## config.mk

```make
export PLATFORM = sky130hd
export DESIGN_NAME = priority_task_scheduler_top
export DESIGN_NICKNAME = d
export VERILOG_FILES = /design/src/rtl/pts_pkg.sv /design/src/rtl/pts_alu.sv /design/src/rtl/pts_table.sv /design/src/rtl/priority_task_scheduler_top.sv
export SDC_FILE = /design/constraint.sdc
export NUM_CORES = 1
export LEC_CHECK = 0
export BUFFER_PORTS_ARGS = -buffer_cell sky130_fd_sc_hd__buf_2
export CAP_MARGIN = 25
export CORE_MARGIN = 8
export CORE_UTILIZATION = 56
export CTS_BUF_LIST = sky130_fd_sc_hd__clkbuf_16
export DETAILED_ROUTE_END_ITERATION = 10
export GPL_TIMING_DRIVEN = 0
export MAX_ROUTING_LAYER = met4
export PLACE_DENSITY = 0.82
export SKIP_LAST_GASP = 1
export SLEW_MARGIN = 25
export SYNTH_ARGS = -nofsm -noshare
export SYNTH_HDL_FRONTEND = slang
export SYNTH_SLANG_ARGS = --single-unit
```

## constraint.sdc

```tcl
create_clock -name clk -period 5.4 [get_ports clk]
set_input_delay 0.27 -clock clk [delete_from_list [all_inputs] [get_ports clk]]
set_output_delay 0.27 -clock clk [all_outputs]
set_load 0.01 [all_outputs]
```

## src/rtl/pts_pkg.sv

```systemverilog
// Shared types and constants of the priority task scheduler.
`default_nettype none

package pts_pkg;

	localparam int IDX_W = 4;
	localparam int PRI_W = 7;
	localparam int DLY_W = 32;
	localparam int ACT_W = 3;

	// Task states held in the state table.
	localparam logic [1:0] ST_READY     = 2'd0;
	localparam logic [1:0] ST_RUNNING   = 2'd1;
	localparam logic [1:0] ST_WAITING   = 2'd2;
	localparam logic [1:0] ST_SUSPENDED = 2'd3;

	// Event codes.
	localparam logic [ACT_W-1:0] ACT_CREATE   = 3'd0;
	localparam logic [ACT_W-1:0] ACT_START    = 3'd1;
	localparam logic [ACT_W-1:0] ACT_DELAY    = 3'd2;
	localparam logic [ACT_W-1:0] ACT_SUSPEND  = 3'd3;
	localparam logic [ACT_W-1:0] ACT_ACTIVATE = 3'd4;
	localparam logic [ACT_W-1:0] ACT_TICK     = 3'd5;

	// Operations of the shared subtract unit.
	localparam logic ALU_SUB = 1'b0;
	localparam logic ALU_DEC = 1'b1;

	typedef struct packed {
		logic              pri_we;
		logic              st_we;
		logic              dly_we;
		logic [IDX_W-1:0]  addr;
		logic [PRI_W-1:0]  pri;
		logic [1:0]        st;
		logic [DLY_W-1:0]  dly;
	} tbl_wr_t;

	typedef struct packed {
		logic [PRI_W-1:0]  pri;
		logic [1:0]        st;
		logic [DLY_W-1:0]  dly;
	} tbl_rd_t;

	typedef struct packed {
		logic [DLY_W-1:0]  diff;
		logic              borrow;
		logic              zero;
	} alu_res_t;

endpackage

`default_nettype wire

```

## src/rtl/pts_alu.sv

```systemverilog
// Shared subtract unit: decrements a delay counter or compares two priorities.
`default_nettype none

module pts_alu (
	input  wire logic                      op,
	input  wire logic [pts_pkg::DLY_W-1:0] a,
	input  wire logic [pts_pkg::DLY_W-1:0] b,
	output pts_pkg::alu_res_t              res
);
	import pts_pkg::*;

	logic [DLY_W-1:0] rhs;
	logic [DLY_W:0]   wide;

	always_comb begin
		rhs = (op == ALU_DEC) ? DLY_W'(1) : b;
		wide = {1'b0, a} - {1'b0, rhs};
		res.diff = wide[DLY_W-1:0];
		res.borrow = wide[DLY_W];
		res.zero = (wide[DLY_W-1:0] == '0);
	end

endmodule

`default_nettype wire

```

## src/rtl/pts_table.sv

```systemverilog
// Task table: priority, state and delay of every slot, one write and one read port.
`default_nettype none

module pts_table #(
	parameter int SLOTS = 9
) (
	input  wire logic                      clk,
	input  wire pts_pkg::tbl_wr_t          wr,
	input  wire logic [pts_pkg::IDX_W-1:0] rd_addr,
	output pts_pkg::tbl_rd_t               rd
);
	import pts_pkg::*;

	localparam int AW = (SLOTS > 1) ? $clog2(SLOTS) : 1;

	logic [PRI_W-1:0] pri_mem [SLOTS];
	logic [1:0]       st_mem  [SLOTS];
	logic [DLY_W-1:0] dly_mem [SLOTS];

	// Entries have no reset; only slots below the task count ever affect a result.
	always_ff @(posedge clk) begin
		if (wr.pri_we) begin
			pri_mem[wr.addr[AW-1:0]] <= wr.pri;
		end
		if (wr.st_we) begin
			st_mem[wr.addr[AW-1:0]] <= wr.st;
		end
		if (wr.dly_we) begin
			dly_mem[wr.addr[AW-1:0]] <= wr.dly;
		end
	end

	always_comb begin
		rd.pri = pri_mem[rd_addr[AW-1:0]];
		rd.st = st_mem[rd_addr[AW-1:0]];
		rd.dly = dly_mem[rd_addr[AW-1:0]];
	end

endmodule

`default_nettype wire

```

## src/rtl/priority_task_scheduler_top.sv

```systemverilog
// Top level of the priority task scheduler: event sequencer, table and shared unit.
//
// channel  direction  handshake                  payload
// item     in         item_valid / item_ready    action, task_priority, start_suspended,
//                                                delay_ticks, target_task
// result   out        result_valid / result_ready created_index, create_failed,
//                                                selected_task, task_switched
//
// A tick beat runs from acceptance to result_valid through these steps, N being the task count
// (at most MAX_TASKS + 1): the event step applies the event, the tick sweep and the selection
// sweep each visit N slots and an end check through the shared subtract unit, and the done
// step loads the result register. Other events skip the tick sweep.
// item_ready is high only while the sequencer is idle and rises with result_valid; a result
// waiting on result_ready holds the sequencer in its final step. Reset empties the table.
`default_nettype none

module priority_task_scheduler_top #(
	parameter int MAX_TASKS = 8
) (
	input  wire logic                      clk,
	input  wire logic                      arst_n,
	input  wire logic                      item_valid,
	output logic                           item_ready,
	input  wire logic [pts_pkg::ACT_W-1:0] action,
	input  wire logic [pts_pkg::PRI_W-1:0] task_priority,
	input  wire logic                      start_suspended,
	input  wire logic [pts_pkg::DLY_W-1:0] delay_ticks,
	input  wire logic [pts_pkg::IDX_W-1:0] target_task,
	output logic                           result_valid,
	input  wire logic                      result_ready,
	output logic [pts_pkg::IDX_W-1:0]      created_index,
	output logic                           create_failed,
	output logic [pts_pkg::IDX_W-1:0]      selected_task,
	output logic                           task_switched
);
	import pts_pkg::*;

	localparam int SLOTS = MAX_TASKS + 1;
	localparam int CNT_W = $clog2(SLOTS + 1);

	localparam logic [2:0] S_IDLE  = 3'd0;
	localparam logic [2:0] S_EVENT = 3'd1;
	localparam logic [2:0] S_TICK  = 3'd2;
	localparam logic [2:0] S_PICK  = 3'd3;
	localparam logic [2:0] S_DONE  = 3'd4;

	logic [2:0]       state_q;
	logic [ACT_W-1:0] action_q;
	logic [PRI_W-1:0] pri_q;
	logic             susp_q;
	logic [DLY_W-1:0] ticks_q;
	logic [IDX_W-1:0] target_q;
	logic [CNT_W-1:0] count_q;
	logic [IDX_W-1:0] running_q;
	logic [CNT_W-1:0] idx_q;
	logic             found_q;
	logic [PRI_W-1:0] best_pri_q;
	logic [IDX_W-1:0] best_idx_q;
	logic [IDX_W-1:0] created_q;
	logic             failed_q;
	logic [IDX_W-1:0] next_q;

	logic             result_valid_q;
	logic [IDX_W-1:0] created_index_q;
	logic             create_failed_q;
	logic [IDX_W-1:0] selected_task_q;
	logic             task_switched_q;

	tbl_wr_t          wr;
	tbl_rd_t          rd;
	logic [IDX_W-1:0] rd_addr;
	logic             alu_op;
	logic [DLY_W-1:0] alu_a;
	logic [DLY_W-1:0] alu_b;
	alu_res_t         alu_res;

	logic             sweep_end;
	logic             create_ok;
	logic             eligible;
	logic [IDX_W-1:0] pick_result;

	pts_table #(
		.SLOTS(SLOTS)
	) u_table (
		.clk     (clk),
		.wr      (wr),
		.rd_addr (rd_addr),
		.rd      (rd)
	);

	pts_alu u_alu (
		.op  (alu_op),
		.a   (alu_a),
		.b   (alu_b),
		.res (alu_res)
	);

	assign item_ready = (state_q == S_IDLE);
	assign result_valid = result_valid_q;
	assign created_index = created_index_q;
	assign create_failed = create_failed_q;
	assign selected_task = selected_task_q;
	assign task_switched = task_switched_q;

	always_comb begin
		sweep_end = (idx_q == count_q);
		rd_addr = IDX_W'(idx_q);
		eligible = (rd.st == ST_READY) || (rd.st == ST_RUNNING);
		if (action_q == ACT_CREATE) begin
			create_ok = (count_q < CNT_W'(MAX_TASKS));
		end else begin
			create_ok = (count_q < CNT_W'(SLOTS));
		end
		if (count_q == '0) begin
			pick_result = '0;
		end else if (found_q) begin
			pick_result = best_idx_q;
		end else begin
			pick_result = IDX_W'(count_q - 1'b1);
		end

		alu_op = (state_q == S_TICK) ? ALU_DEC : ALU_SUB;
		alu_a = (state_q == S_TICK) ? rd.dly : DLY_W'(best_pri_q);
		alu_b = DLY_W'(rd.pri);

		wr = '0;
		case (state_q)
			S_EVENT: begin
				case (action_q)
					ACT_CREATE, ACT_START: begin
						wr.addr = IDX_W'(count_q);
						wr.pri = (action_q == ACT_CREATE) ? pri_q : '0;
						wr.st = (action_q == ACT_CREATE && susp_q) ? ST_SUSPENDED : ST_READY;
						wr.dly = '0;
						wr.pri_we = create_ok;
						wr.st_we = create_ok;
						wr.dly_we = create_ok;
					end
					ACT_DELAY: begin
						wr.addr = running_q;
						wr.st = ST_WAITING;
						wr.dly = ticks_q;
						wr.st_we = 1'b1;
						wr.dly_we = 1'b1;
					end
					ACT_SUSPEND: begin
						wr.addr = running_q;
						wr.st = ST_SUSPENDED;
						wr.st_we = 1'b1;
					end
					ACT_ACTIVATE: begin
						wr.addr = target_q;
						wr.st = ST_READY;
						wr.st_we = ({1'b0, target_q} < (IDX_W + 1)'(count_q));
					end
					default: begin
					end
				endcase
			end
			S_TICK: begin
				// A waiting task counts down and wakes when its counter reaches zero.
				wr.addr = IDX_W'(idx_q);
				wr.dly = alu_res.diff;
				wr.st = ST_READY;
				wr.dly_we = !sweep_end && (rd.st == ST_WAITING);
				wr.st_we = !sweep_end && (rd.st == ST_WAITING) && alu_res.zero;
			end
			default: begin
			end
		endcase
	end

	always_ff @(posedge clk or negedge arst_n) begin
		if (!arst_n) begin
			state_q <= S_IDLE;
			count_q <= '0;
			running_q <= '0;
			result_valid_q <= 1'b0;
		end else begin
			case (state_q)
				S_IDLE: begin
					if (item_valid) begin
						state_q <= S_EVENT;
					end
				end
				S_EVENT: begin
					if ((action_q == ACT_CREATE || action_q == ACT_START) && create_ok) begin
						count_q <= count_q + 1'b1;
					end
					state_q <= (action_q == ACT_TICK) ? S_TICK : S_PICK;
				end
				S_TICK: begin
					if (sweep_end) begin
						state_q <= S_PICK;
					end
				end
				S_PICK: begin
					if (sweep_end) begin
						state_q <= S_DONE;
					end
				end
				S_DONE: begin
					if (!result_valid_q || result_ready) begin
						running_q <= next_q;
						state_q <= S_IDLE;
					end
				end
				default: begin
					state_q <= S_IDLE;
				end
			endcase
			if (state_q == S_DONE && (!result_valid_q || result_ready)) begin
				result_valid_q <= 1'b1;
			end else if (result_ready) begin
				result_valid_q <= 1'b0;
			end
		end
	end

	always_ff @(posedge clk) begin
		case (state_q)
			S_IDLE: begin
				action_q <= action;
				pri_q <= task_priority;
				susp_q <= start_suspended;
				ticks_q <= delay_ticks;
				target_q <= target_task;
				idx_q <= '0;
				found_q <= 1'b0;
			end
			S_EVENT: begin
				created_q <= '0;
				failed_q <= 1'b0;
				if (action_q == ACT_CREATE || action_q == ACT_START) begin
					created_q <= create_ok ? IDX_W'(count_q) : '0;
					failed_q <= !create_ok;
				end
			end
			S_TICK: begin
				idx_q <= sweep_end ? '0 : idx_q + 1'b1;
			end
			S_PICK: begin
				if (sweep_end) begin
					next_q <= pick_result;
				end else begin
					idx_q <= idx_q + 1'b1;
					// The borrow of best minus this priority means this one is strictly higher.
					if (eligible && (!found_q || alu_res.borrow)) begin
						found_q <= 1'b1;
						best_pri_q <= rd.pri;
						best_idx_q <= IDX_W'(idx_q);
					end
				end
			end
			S_DONE: begin
				if (!result_valid_q || result_ready) begin
					created_index_q <= created_q;
					create_failed_q <= failed_q;
					selected_task_q <= next_q;
					task_switched_q <= (next_q != running_q);
				end
			end
			default: begin
			end
		endcase
	end

	a_running_in_range: assert property (@(posedge clk) disable iff (!arst_n)
		{1'b0, running_q} < (IDX_W + 1)'(SLOTS))
		else $error("running task index beyond the table");

	a_count_grows: assert property (@(posedge clk) disable iff (!arst_n)
		(count_q >= $past(count_q)) && (count_q <= CNT_W'(SLOTS)))
		else $error("task count shrank or overflowed");

	a_failed_index: assert property (@(posedge clk) disable iff (!arst_n)
		result_valid_q && create_failed_q |-> created_index_q == '0)
		else $error("refused create reports a nonzero index");

	a_select_valid: assert property (@(posedge clk) disable iff (!arst_n)
		result_valid_q |-> (selected_task_q == '0) ||
			({1'b0, selected_task_q} < (IDX_W + 1)'(count_q)))
		else $error("selected task is not in the table");

endmodule

`default_nettype wire

```

==> results.cfg, run 1 <==
[outcome]
run_status = complete, no violations

[sta]
final_max_slew_viol_count = 0
maxClockFrequency_mhz = 188
slew_headroom_pct = 20.1
ratio_of_final_minimum_period_to_clock_period_pct = 98.3
timing.hold.ws_ps = 75.7
final_setup_violating_endpoints = 0
finClkSkew_ps = 16.4
period_needed_ps = 5310
final_hold_viol_count = 0
worstMarginPinSlew_ps = 1190
setup_ws_ps = 90.8

[global_route]
grt_pass1_wl_um = 74000
via_count_of_the_first_global_routing_pass = 12604
number_of_antenna_violations_at_the_first_check_in_global_routing = 0
track_usage_pct = 24.2
grt.overflow.total = 0
pin_count_of_the_biggest_net_entering_global_routing = 20

[cts]
clkTransAtPathRegs_ps = 70
h_tree_levels = 2
numClockSinks = 467
tritoncts.num_buffers = 47
cts_max_path_buffers = 3
root_buffer = clkbuf_16
tritoncts_clock_tree = built
clock_insertion_delay_worst_skew_ps = 580

[detailed_routing]
avgRoutedWirePerCell_um = 26.2
drt-initial-drc-count = 1766
drc_errors = 0
wirelength_um = 50400
route.detailed.vias_per_inst = 6.45
detail-route-antenna-nets = 0
vias = 12412
first_pass_iters = 5

[die]
die_w_um = 203
num_rows = 68
die_h_um = 203
std_cell_core_area_mm2 = 0.0345
die-area_mm2 = 0.0412
io_pins = 63
floorplan.initialDensity_pct = 56.7

[final_layout]
final_layout_size_suffix_gt1_share_pct = 26.7
final.fill_count = 2179
layout-area-overhead-vs-synth_pct = 20.4
insertedDiodeCount = 0
nets_final = 1497
postLayoutCellArea_mm2 = 0.0236
fin_cells = 1924

[setup_path]
crit_arrival_ps = 5510
worst-path-max-fanout = 19
crit_type = flip-flop to flip-flop
startpoint_class = flip-flop
critPathCaptureType = flip-flop
worst_ep_required_time_ps = 5600
worst_reg_to_reg_setup_slack_ps = 90

[place]
post_place_instance_area_mm2 = 0.0210
worst_slack_after_detailed_placement_ps = -1610
gp_congestion = 0.957
io_buffers = 62
numPlacedInstances = 1761
hpwl_um = 31300

[power_and_ir_drop]
total_power_consumption_mw = 15.3
power-per-cell-area_mw_per_mm2 = 650
power.leakage_nw = 7.96
ir_worst_vdd_mv = 0.378

[logic_synthesis]
synth.ff_latch_count = 467
postSynthCellCount = 1224
synth_async_sr_flop_share_pct = 2.57
yosys.cell_types.count = 69
synth-edff-count = 451
yosysWarnings = 0
mappedNetlistArea_mm2 = 0.0196
post_synth.cell_area_avg_um2 = 16.0
synth.yosys.seq_area_share_pct = 71.0
syn_nets = 1290
synthFlopType = edfxtp_1

[flow_run]
maxCapViolations = 0

[min_path]
holdCritPathClass = primary input to flip-flop
-- stage by stage --
step	util [%]	setup TNS, ps
4_1_cts	67.5	0
2_1_floorplan	-	0
6_report	68.3	0
3_3_place_gp	59.3	-609360
5_1_grt	68.3	-151
3_5_place_dp	60.7	-214800
-- power by group --
| part | internal [mW] | total, mW | switching [mW] |
|---|---|---|---|
| clock network | 1.87 | 3.23 | 1.36 |
| logic | 2.55 | 6.76 | 4.21 |
| registers | 5.13 | 5.34 | 0.211 |
-- timing repair --
item                                   4_1_cts  5_1_grt
pin swaps                                   10       23
gates resized for setup                     63       33
setup buffers                                9       27
setup endpoints to repair                  255       66
cloned                                       3        0
hold buffers                                48        0
endpoints found under the hold margin       59        0
-- per-layer routing --
layer  track usage, %  vias to the layer above  wire length, um
li1                 -                     5243                -
met1             30.3                     6137            18900
met2             38.7                      848            24400
met3             4.61                      184             4580
met4             10.2                        0             2460
met5                -                        -                0
-- cell families (layout without fill, tap and decap cells) --
kind of cell,after synthesis,after routing,share of synthesized area (%)
mux,146,146,10.9
xor+xnor,37,37,1.65
flops,467,467,71.0
buf+inv,72,316,1.64
fa+ha+maj,15,15,0.996
compound gates,220,221,7.39
simple gates,267,267,6.42
-- synth_stat cells (3+ instances only) --
| library cell | count | area share, % |
|---|---|---|
| edfxtp_1 | 451 | 69 |
| nand2_1 | 86 | 1.6 |
| nor2_1 | 86 | 1.6 |
| mux2_2 | 76 | 4.4 |
| o21ai_0 | 63 | 1.6 |
| a21oi_1 | 58 | 1.5 |
| mux4_2 | 45 | 5.2 |
| clkbuf_1 | 33 | 0.63 |
| xnor2_1 | 28 | 1.3 |
| mux2i_1 | 22 | 1.1 |
| a222oi_1 | 17 | 0.87 |
| nand3_1 | 15 | 0.38 |
| a21o_1 | 14 | 0.54 |
| a22o_1 | 14 | 0.63 |
| ha_1 | 14 | 0.89 |
| inv_1 | 13 | 0.25 |
| and2_1 | 12 | 0.38 |
| dfrtp_1 | 12 | 1.5 |
| buf_2 | 11 | 0.28 |
| nand2b_1 | 10 | 0.32 |
| nand4_1 | 10 | 0.32 |
| nor3_1 | 10 | 0.26 |
| xor2_1 | 9 | 0.40 |
| buf_1 | 8 | 0.15 |
| nor2b_1 | 8 | 0.26 |
| nor4_1 | 7 | 0.22 |
| o211ai_1 | 6 | 0.23 |
| o21a_1 | 6 | 0.23 |
| a211oi_1 | 5 | 0.19 |
| a2bb2oi_1 | 4 | 0.18 |
| buf_6 | 4 | 0.23 |
| dfxtp_1 | 4 | 0.41 |
| o31ai_1 | 4 | 0.15 |
| or3_1 | 4 | 0.13 |
| nor3b_1 | 3 | 0.11 |
| o22ai_1 | 3 | 0.096 |
| o41ai_1 | 3 | 0.13 |
-- worst paths after layout --
kind,end,cells after the start,startpoint
setup / recovery,u_table.dly_mem[6][30]$_DFFE_PP_,16,flip-flop
hold / removal,result_valid$_DFFE_PN0P_,3,result_ready
setup reg to reg,u_table.dly_mem[6][30]$_DFFE_PP_,16,flip-flop
hold reg to reg,created_index[0]$_DFFE_PP_,0,created_q[0]$_SDFFCE_PN0P_
max in group asynchronous,state_q[1]$_DFFE_PN0P_,2,arst_n
min in group asynchronous,result_valid$_DFFE_PN0P_,2,arst_n
-- worst max-delay path, stage by stage, from the launching register on --
cell and delay [ps]:
dfxtp_1 590, clkbuf_4 440, clkbuf_2 320, nand2_1 80, o21ai_1 160, nand2_1 150, buf_4 170, fa_2 360
a211oi_2 260, nor2_2 80, buf_4 150, o31ai_4 300, o211ai_1 220, nor3_4 330, and4_1 300, xor2_1 80
o21ai_0 930
-- state kept, by name, summed over array words and instances (netlist names), 3 cells and up, named ones only --
signal,cells
u_table.pri_mem,63
count_q,4
best_idx_q,4
target_q,4
best_pri_q,7
next_q,4
u_table.st_mem,18
state_q,3
action_q,3
ticks_q,32
running_q,4
created_q,4
u_table.dly_mem,288
selected_task,4
pri_q,7
created_index,4
idx_q,4
-- placed cells by master, fill, tap and decap left out, drive strengths merged, types with 22 or more instances in the layout --
master	count
edfxtp	451
buf	139
nor2	87
nand2	86
mux2	79
clkbuf	73
o21ai	63
a21oi	59
dlygate4sd3	48
mux4	45
inv	29
xnor2	28
mux2i	22
-- area by class of cell --
cell class / instances / area (um2) / share of cell area [%]
flip-flops and latches: 467 / 13900 / 59.1
plain buffers: 47 / 295 / 1.25
clock buffers: 47 / 1180 / 4.99
inverters: 14 / 52.6 / 0.223
repair buffers: 168 / 1530 / 6.50
clock inverters: 40 / 340 / 1.44
well taps: 455 / 569 / 2.41
multi-input cells: 686 / 5690 / 24.1
(Power assumes the default switching activity.)
==> run 2: changes to the inputs <==
--- a/config.mk
+++ b/config.mk
@@ -15,3 +15,3 @@
 export MAX_ROUTING_LAYER = met4
-export PLACE_DENSITY = 0.82
+export PLACE_DENSITY_LB_ADDON = 0.12
 export SKIP_LAST_GASP = 1
==> constraint.sdc (replaced) <==
create_clock -name clk -period 5.4 [get_ports clk]
set_input_delay 1.08 -clock clk [delete_from_list [all_inputs] [get_ports clk]]
set_output_delay 1.08 -clock clk [all_outputs]
set_load 0.01 [all_outputs]
==> results.cfg, run 2 (synthesis results as in run 1) <==
[outcome]
run_status = complete, no violations

[global_route]
number_of_antenna_violations_at_the_first_check_in_global_routing = 1
grt_pass1_wl_um = 69300
grt.overflow.total = 0
via_count_of_the_first_global_routing_pass = 11495
pin_count_of_the_biggest_net_entering_global_routing = 20
track_usage_pct = 23.0

[setup_path]
rr_worst_depth = 19
cp_slowest_stage_delay_ps = 600
crit_arrival_ps = 5510
cp.depth = 19
critical-path-top-delay-family = simple AND/OR/NAND/NOR gates
startpoint_class = flip-flop
crit_type = flip-flop to flip-flop
worst_ep_required_time_ps = 5680
timing.critical_path.cells = nor2b_2 > nand2b_4 > clkbuf_4 > clkbuf_1 > a21oi_1 > ha_2 > inv_1 > fa_2 > a211oi_2 > nor2_2 > o31a_1 > or4_4 > nor3_2 > o21a_1 > o21ai_1 > nor4_4 > buf_6 > a31oi_4 > nor2_2
critPathCaptureType = flip-flop
critical-path-top-cell-by-count = nor2_2
worst-path-max-fanout = 10
timing.critical_path.buf_inv = 4
crit_path_top_delay_cell = or4_4

[sta]
timing.hold.ws_ps = 361
finClkSkew_ps = 28.3
final_max_slew_viol_count = 0
slew_headroom_pct = 27.3
setup-tns-final_ps = 0
worstMarginPinSlew_ps = 1080
maxClockFrequency_mhz = 191
final_hold_viol_count = 0
final_setup_violating_endpoints = 0
setup_ws_ps = 168
ratio_of_final_minimum_period_to_clock_period_pct = 96.9
period_needed_ps = 5230

[flow_run]
maxCapViolations = 0

[power_and_ir_drop]
power.share.clock_pct = 20.9
p_int_mw = 9.37
power.leakage_nw = 7.65
ir_worst_vdd_mv = 0.392
comb_power_share_pct = 43.3
power-per-cell-area_mw_per_mm2 = 648
power.share.switching_pct = 37.1
net-switching-power_mw = 5.51
seq_power_share_pct = 35.8

[detailed_routing]
vias = 11395
avgRoutedWirePerCell_um = 24.9
first_pass_iters = 5
drt-initial-drc-count = 1041
route.detailed.vias_per_inst = 6.13
detail-route-antenna-nets = 0
drc_errors = 0
wirelength_um = 46200

[cts]
tritoncts_clock_tree = built
h_tree_levels = 2
clock_insertion_delay_worst_skew_ps = 590
clkTransAtPathRegs_ps = 60
root_buffer = clkbuf_16
cts_max_path_buffers = 3
numClockSinks = 467
tritoncts.num_buffers = 48
holdBufCountCts = 0

[final_layout]
layout.core_utilization_pct = 66.5
largest_reg_flops = 288
final_layout_size_suffix_gt1_share_pct = 26.8
nets_final = 1437
layout.cells.most_common_list = 451 x edfxtp_1, 86 x nand2_1, 76 x mux2_2
layout.cells.most_common = edfxtp_1
layout-area-overhead-vs-synth_pct = 17.1
postLayoutCellArea_mm2 = 0.0230

[place]
worst_slack_after_detailed_placement_ps = -1800
gp_congestion = 0.916
hpwl_um = 30800
post_place_instance_area_mm2 = 0.0210
io_buffers = 62

[die]
die_h_um = 203
floorplan.initialDensity_pct = 56.7
num_rows = 68
die-area_mm2 = 0.0412
io_pins = 63
std_cell_core_area_mm2 = 0.0345
die_w_um = 203

[min_path]
holdCritPathClass = primary input to async pin
## run 2: what timing repair did
action | 4_1_cts | 5_1_grt
buffers inserted | 10 | 11
endpoints found under the setup margin | 255 | 92
gates cloned | 3 | 0
pin swaps | 14 | 23
resized for setup | 58 | 35
## run 2: power by group through the flow
stage,clock (mW),sequential [mW],combinational [mW]
global placement,0,5.40,5.38
global route,3.28,5.35,6.91
finish,3.11,5.32,6.45
detailed placement,0,5.37,5.62
CTS,3.15,5.32,6.05
floorplan,0,5.30,3.97
## run 2: layout make-up
cell class | count | area [um2]
clock inverter | 32 | 228
clock buffer | 49 | 1230
tap | 455 | 569
inverter | 14 | 52.6
multi-input combinational | 686 | 5690
buffer | 47 | 303
sequential | 467 | 13900
antenna | 1 | 2.50
timing repair buffer | 107 | 956
fill | 2416 | 11600
## run 2: worst paths after layout
| check | start | endpoint | slack [ps] |
|---|---|---|---|
| min reg2reg | created_q[2]$_SDFFCE_PN0P_ | created_index[2]$_DFFE_PP_ | 430 |
| max in group asynchronous | arst_n | state_q[1]$_DFFE_PN0P_ | 4790 |
| max reg2reg | state_q[1]$_DFFE_PN0P_ | u_table.st_mem[2][0]$_DFFE_PP_ | 170 |
| min | arst_n | count_q[3]$_DFFE_PN0P_ | 360 |
| min in group clk | created_q[2]$_SDFFCE_PN0P_ | created_index[2]$_DFFE_PP_ | 430 |
| max | state_q[1]$_DFFE_PN0P_ | u_table.st_mem[2][0]$_DFFE_PP_ | 170 |
## run 2: routing by layer
layer	routed length, um	track usage, %	vias up
li1	-	-	5116
met3	2830	3.60	76
met2	22800	37.0	416
met5	0	-	-
met1	19500	30.0	5787
met4	1080	7.41	0
## run 2: metrics by stage
step	cells	power, mW
final	1858	14.9
after CTS	1847	14.5
after detailed placement	1763	11.0
after floorplan	1224	9.27
after global placement	1741	10.8
after global routing	1858	15.5
==> run 3: changes to the inputs <==
CELL_PAD_IN_SITES_DETAIL_PLACEMENT = 1   (was not set)
CELL_PAD_IN_SITES_GLOBAL_PLACEMENT = 2   (was not set)
CORE_UTILIZATION = 42   (was 56)
PLACE_DENSITY_LB_ADDON = 0.1   (was 0.12)
SLEW_MARGIN = 5   (was 25)
==> results.cfg, run 3 (synthesis results as in run 1) <==
[min_path]
holdCritPathClass = primary input to async pin

[cts]
root_buffer = clkbuf_16
cts_max_path_buffers = 3
clkTransAtPathRegs_ps = 60
holdBufCountCts = 0
h_tree_levels = 2
clock_insertion_delay_worst_skew_ps = 620
numClockSinks = 467
tritoncts_clock_tree = built
tritoncts.num_buffers = 51

[detailed_routing]
drt-initial-drc-count = 1013
first_pass_iters = 5
route.detailed.vias_per_inst = 5.61
vias = 11375
drc_errors = 0
wirelength_um = 55000
detail-route-antenna-nets = 0
avgRoutedWirePerCell_um = 27.1

[sta]
setup_ws_ps = 203
period_needed_ps = 5200
final_hold_viol_count = 0
final_max_slew_viol_count = 0
timing.hold.ws_ps = 352
unrepaired_setup_endpoints_after_global_routing = yes
finClkSkew_ps = 24.5
final_setup_violating_endpoints = 0
maxClockFrequency_mhz = 192
worstMarginPinSlew_ps = 1090
ratio_of_final_minimum_period_to_clock_period_pct = 96.2
slew_headroom_pct = 27.1

[place]
worst_slack_after_detailed_placement_ps = -1940
post_place_instance_area_mm2 = 0.0211
hpwl_um = 36100
numPlacedInstances = 1912
gp_congestion = 0.801
io_buffers = 62

[final_layout]
layout.cells.most_common = edfxtp_1
final_layout_size_suffix_gt1_share_pct = 27.1
layout.cells.most_common_list = 451 x edfxtp_1, 86 x nand2_1, 76 x mux2_2
insertedDiodeCount = 0
nets_final = 1444
fin_cells = 2027
layout-area-overhead-vs-synth_pct = 18.2
postLayoutCellArea_mm2 = 0.0232
layout.core_utilization_pct = 50.1
largest_reg_flops = 288

[die]
floorplan.initialDensity_pct = 42.4
die_h_um = 232
num_rows = 79
die_w_um = 232
io_pins = 63
die-area_mm2 = 0.0538
std_cell_core_area_mm2 = 0.0463

[power_and_ir_drop]
ir_worst_vdd_mv = 0.316
power.leakage_nw = 7.70
power-per-cell-area_mw_per_mm2 = 662

[global_route]
grt_pass1_wl_um = 81200
track_usage_pct = 21.2
number_of_antenna_violations_at_the_first_check_in_global_routing = 0
pin_count_of_the_biggest_net_entering_global_routing = 25
via_count_of_the_first_global_routing_pass = 12112
grt.overflow.total = 0

[setup_path]
worst_ep_required_time_ps = 5710
crit_arrival_ps = 5510
crit_type = flip-flop to flip-flop
timing.critical_path.cells = buf_4 > clkbuf_4 > mux4_2 > mux2i_1 > o21ai_1 > nand2b_1 > ha_2 > inv_2 > fa_2 > a211oi_4 > nor2_4 > o31ai_4 > o211ai_1 > nor3_4 > nand4_1 > xnor2_2 > nor4_4 > buf_6 > a31oi_4 > nor2_2
startpoint_class = flip-flop
critPathCaptureType = flip-flop
crit_path_top_delay_cell = fa_2
timing.critical_path.buf_inv = 4
cp_slowest_stage_delay_ps = 410
critical-path-top-delay-family = compound AO/OA/AOI/OAI gates
worst-path-max-fanout = 19

[outcome]
run_status = complete, no violations

[flow_run]
maxCapViolations = 0
[run 3: cell types whose count changed in the layout (fill, tap and decap cells not counted), moves of 3 or more]
cell,delta
buf_12,+8
buf_16,-7
inv_1,+6
clkinv_1,+5
buf_6,+4
buf_8,-3
[run 3: layout make-up]
class	count	area (um2)
tap	607	759
fill	4429	23100
clock buffer	51	1280
multi-input combinational	686	5680
inverter	14	52.6
buffer	47	304
sequential	467	13900
timing repair buffer	111	908
clock inverter	44	254
[run 3: per-stage QoR]
step | total power, mW | TNS (ps)
CTS | 15.2 | 0
finish | 15.3 | 0
floorplan | 9.27 | 0
global route | 16.1 | -358
global placement | 11.2 | -1053370
detailed placement | 11.4 | -266020
[run 3: what timing repair did]
item | CTS | global route
gates cloned | 3 | 0
buffers inserted | 15 | 11
gates resized for setup | 72 | 26
endpoints found under the hold margin | 0 | 0
pin swaps | 16 | 26
endpoints found under the setup margin | 255 | 38
[run 3: where the power goes]
part | switching (mW) | internal [mW] | total [mW]
sequential | 0.205 | 5.13 | 5.33
clock | 1.46 | 1.77 | 3.22
combinational | 4.27 | 2.51 | 6.77
total | 5.93 | 9.40 | 15.3
[run 3: per-layer routing]
layer | global-route usage (%) | vias to the layer above | wire length (um)
met5 | - | - | 0
met4 | 6.00 | 0 | 1100
met3 | 3.48 | 70 | 2590
met2 | 34.0 | 255 | 26800
met1 | 27.7 | 5916 | 24500
li1 | - | 5134 | -
[run 3: final timing paths]
kind / start / end / slack [ps] / cells past startpoint
max: flip-flop / u_table.st_mem[3][0]$_DFFE_PP_ / 200 / 20
min in group clk: created_q[3]$_SDFFCE_PN0P_ / created_index[3]$_DFFE_PP_ / 430 / 0
min reg2reg: created_q[3]$_SDFFCE_PN0P_ / created_index[3]$_DFFE_PP_ / 430 / 0
max reg2reg: flip-flop / u_table.st_mem[3][0]$_DFFE_PP_ / 200 / 20
max in group asynchronous: arst_n / state_q[1]$_DFFE_PN0P_ / 4800 / 1
min: arst_n / running_q[2]$_DFFE_PN0P_ / 350 / 1
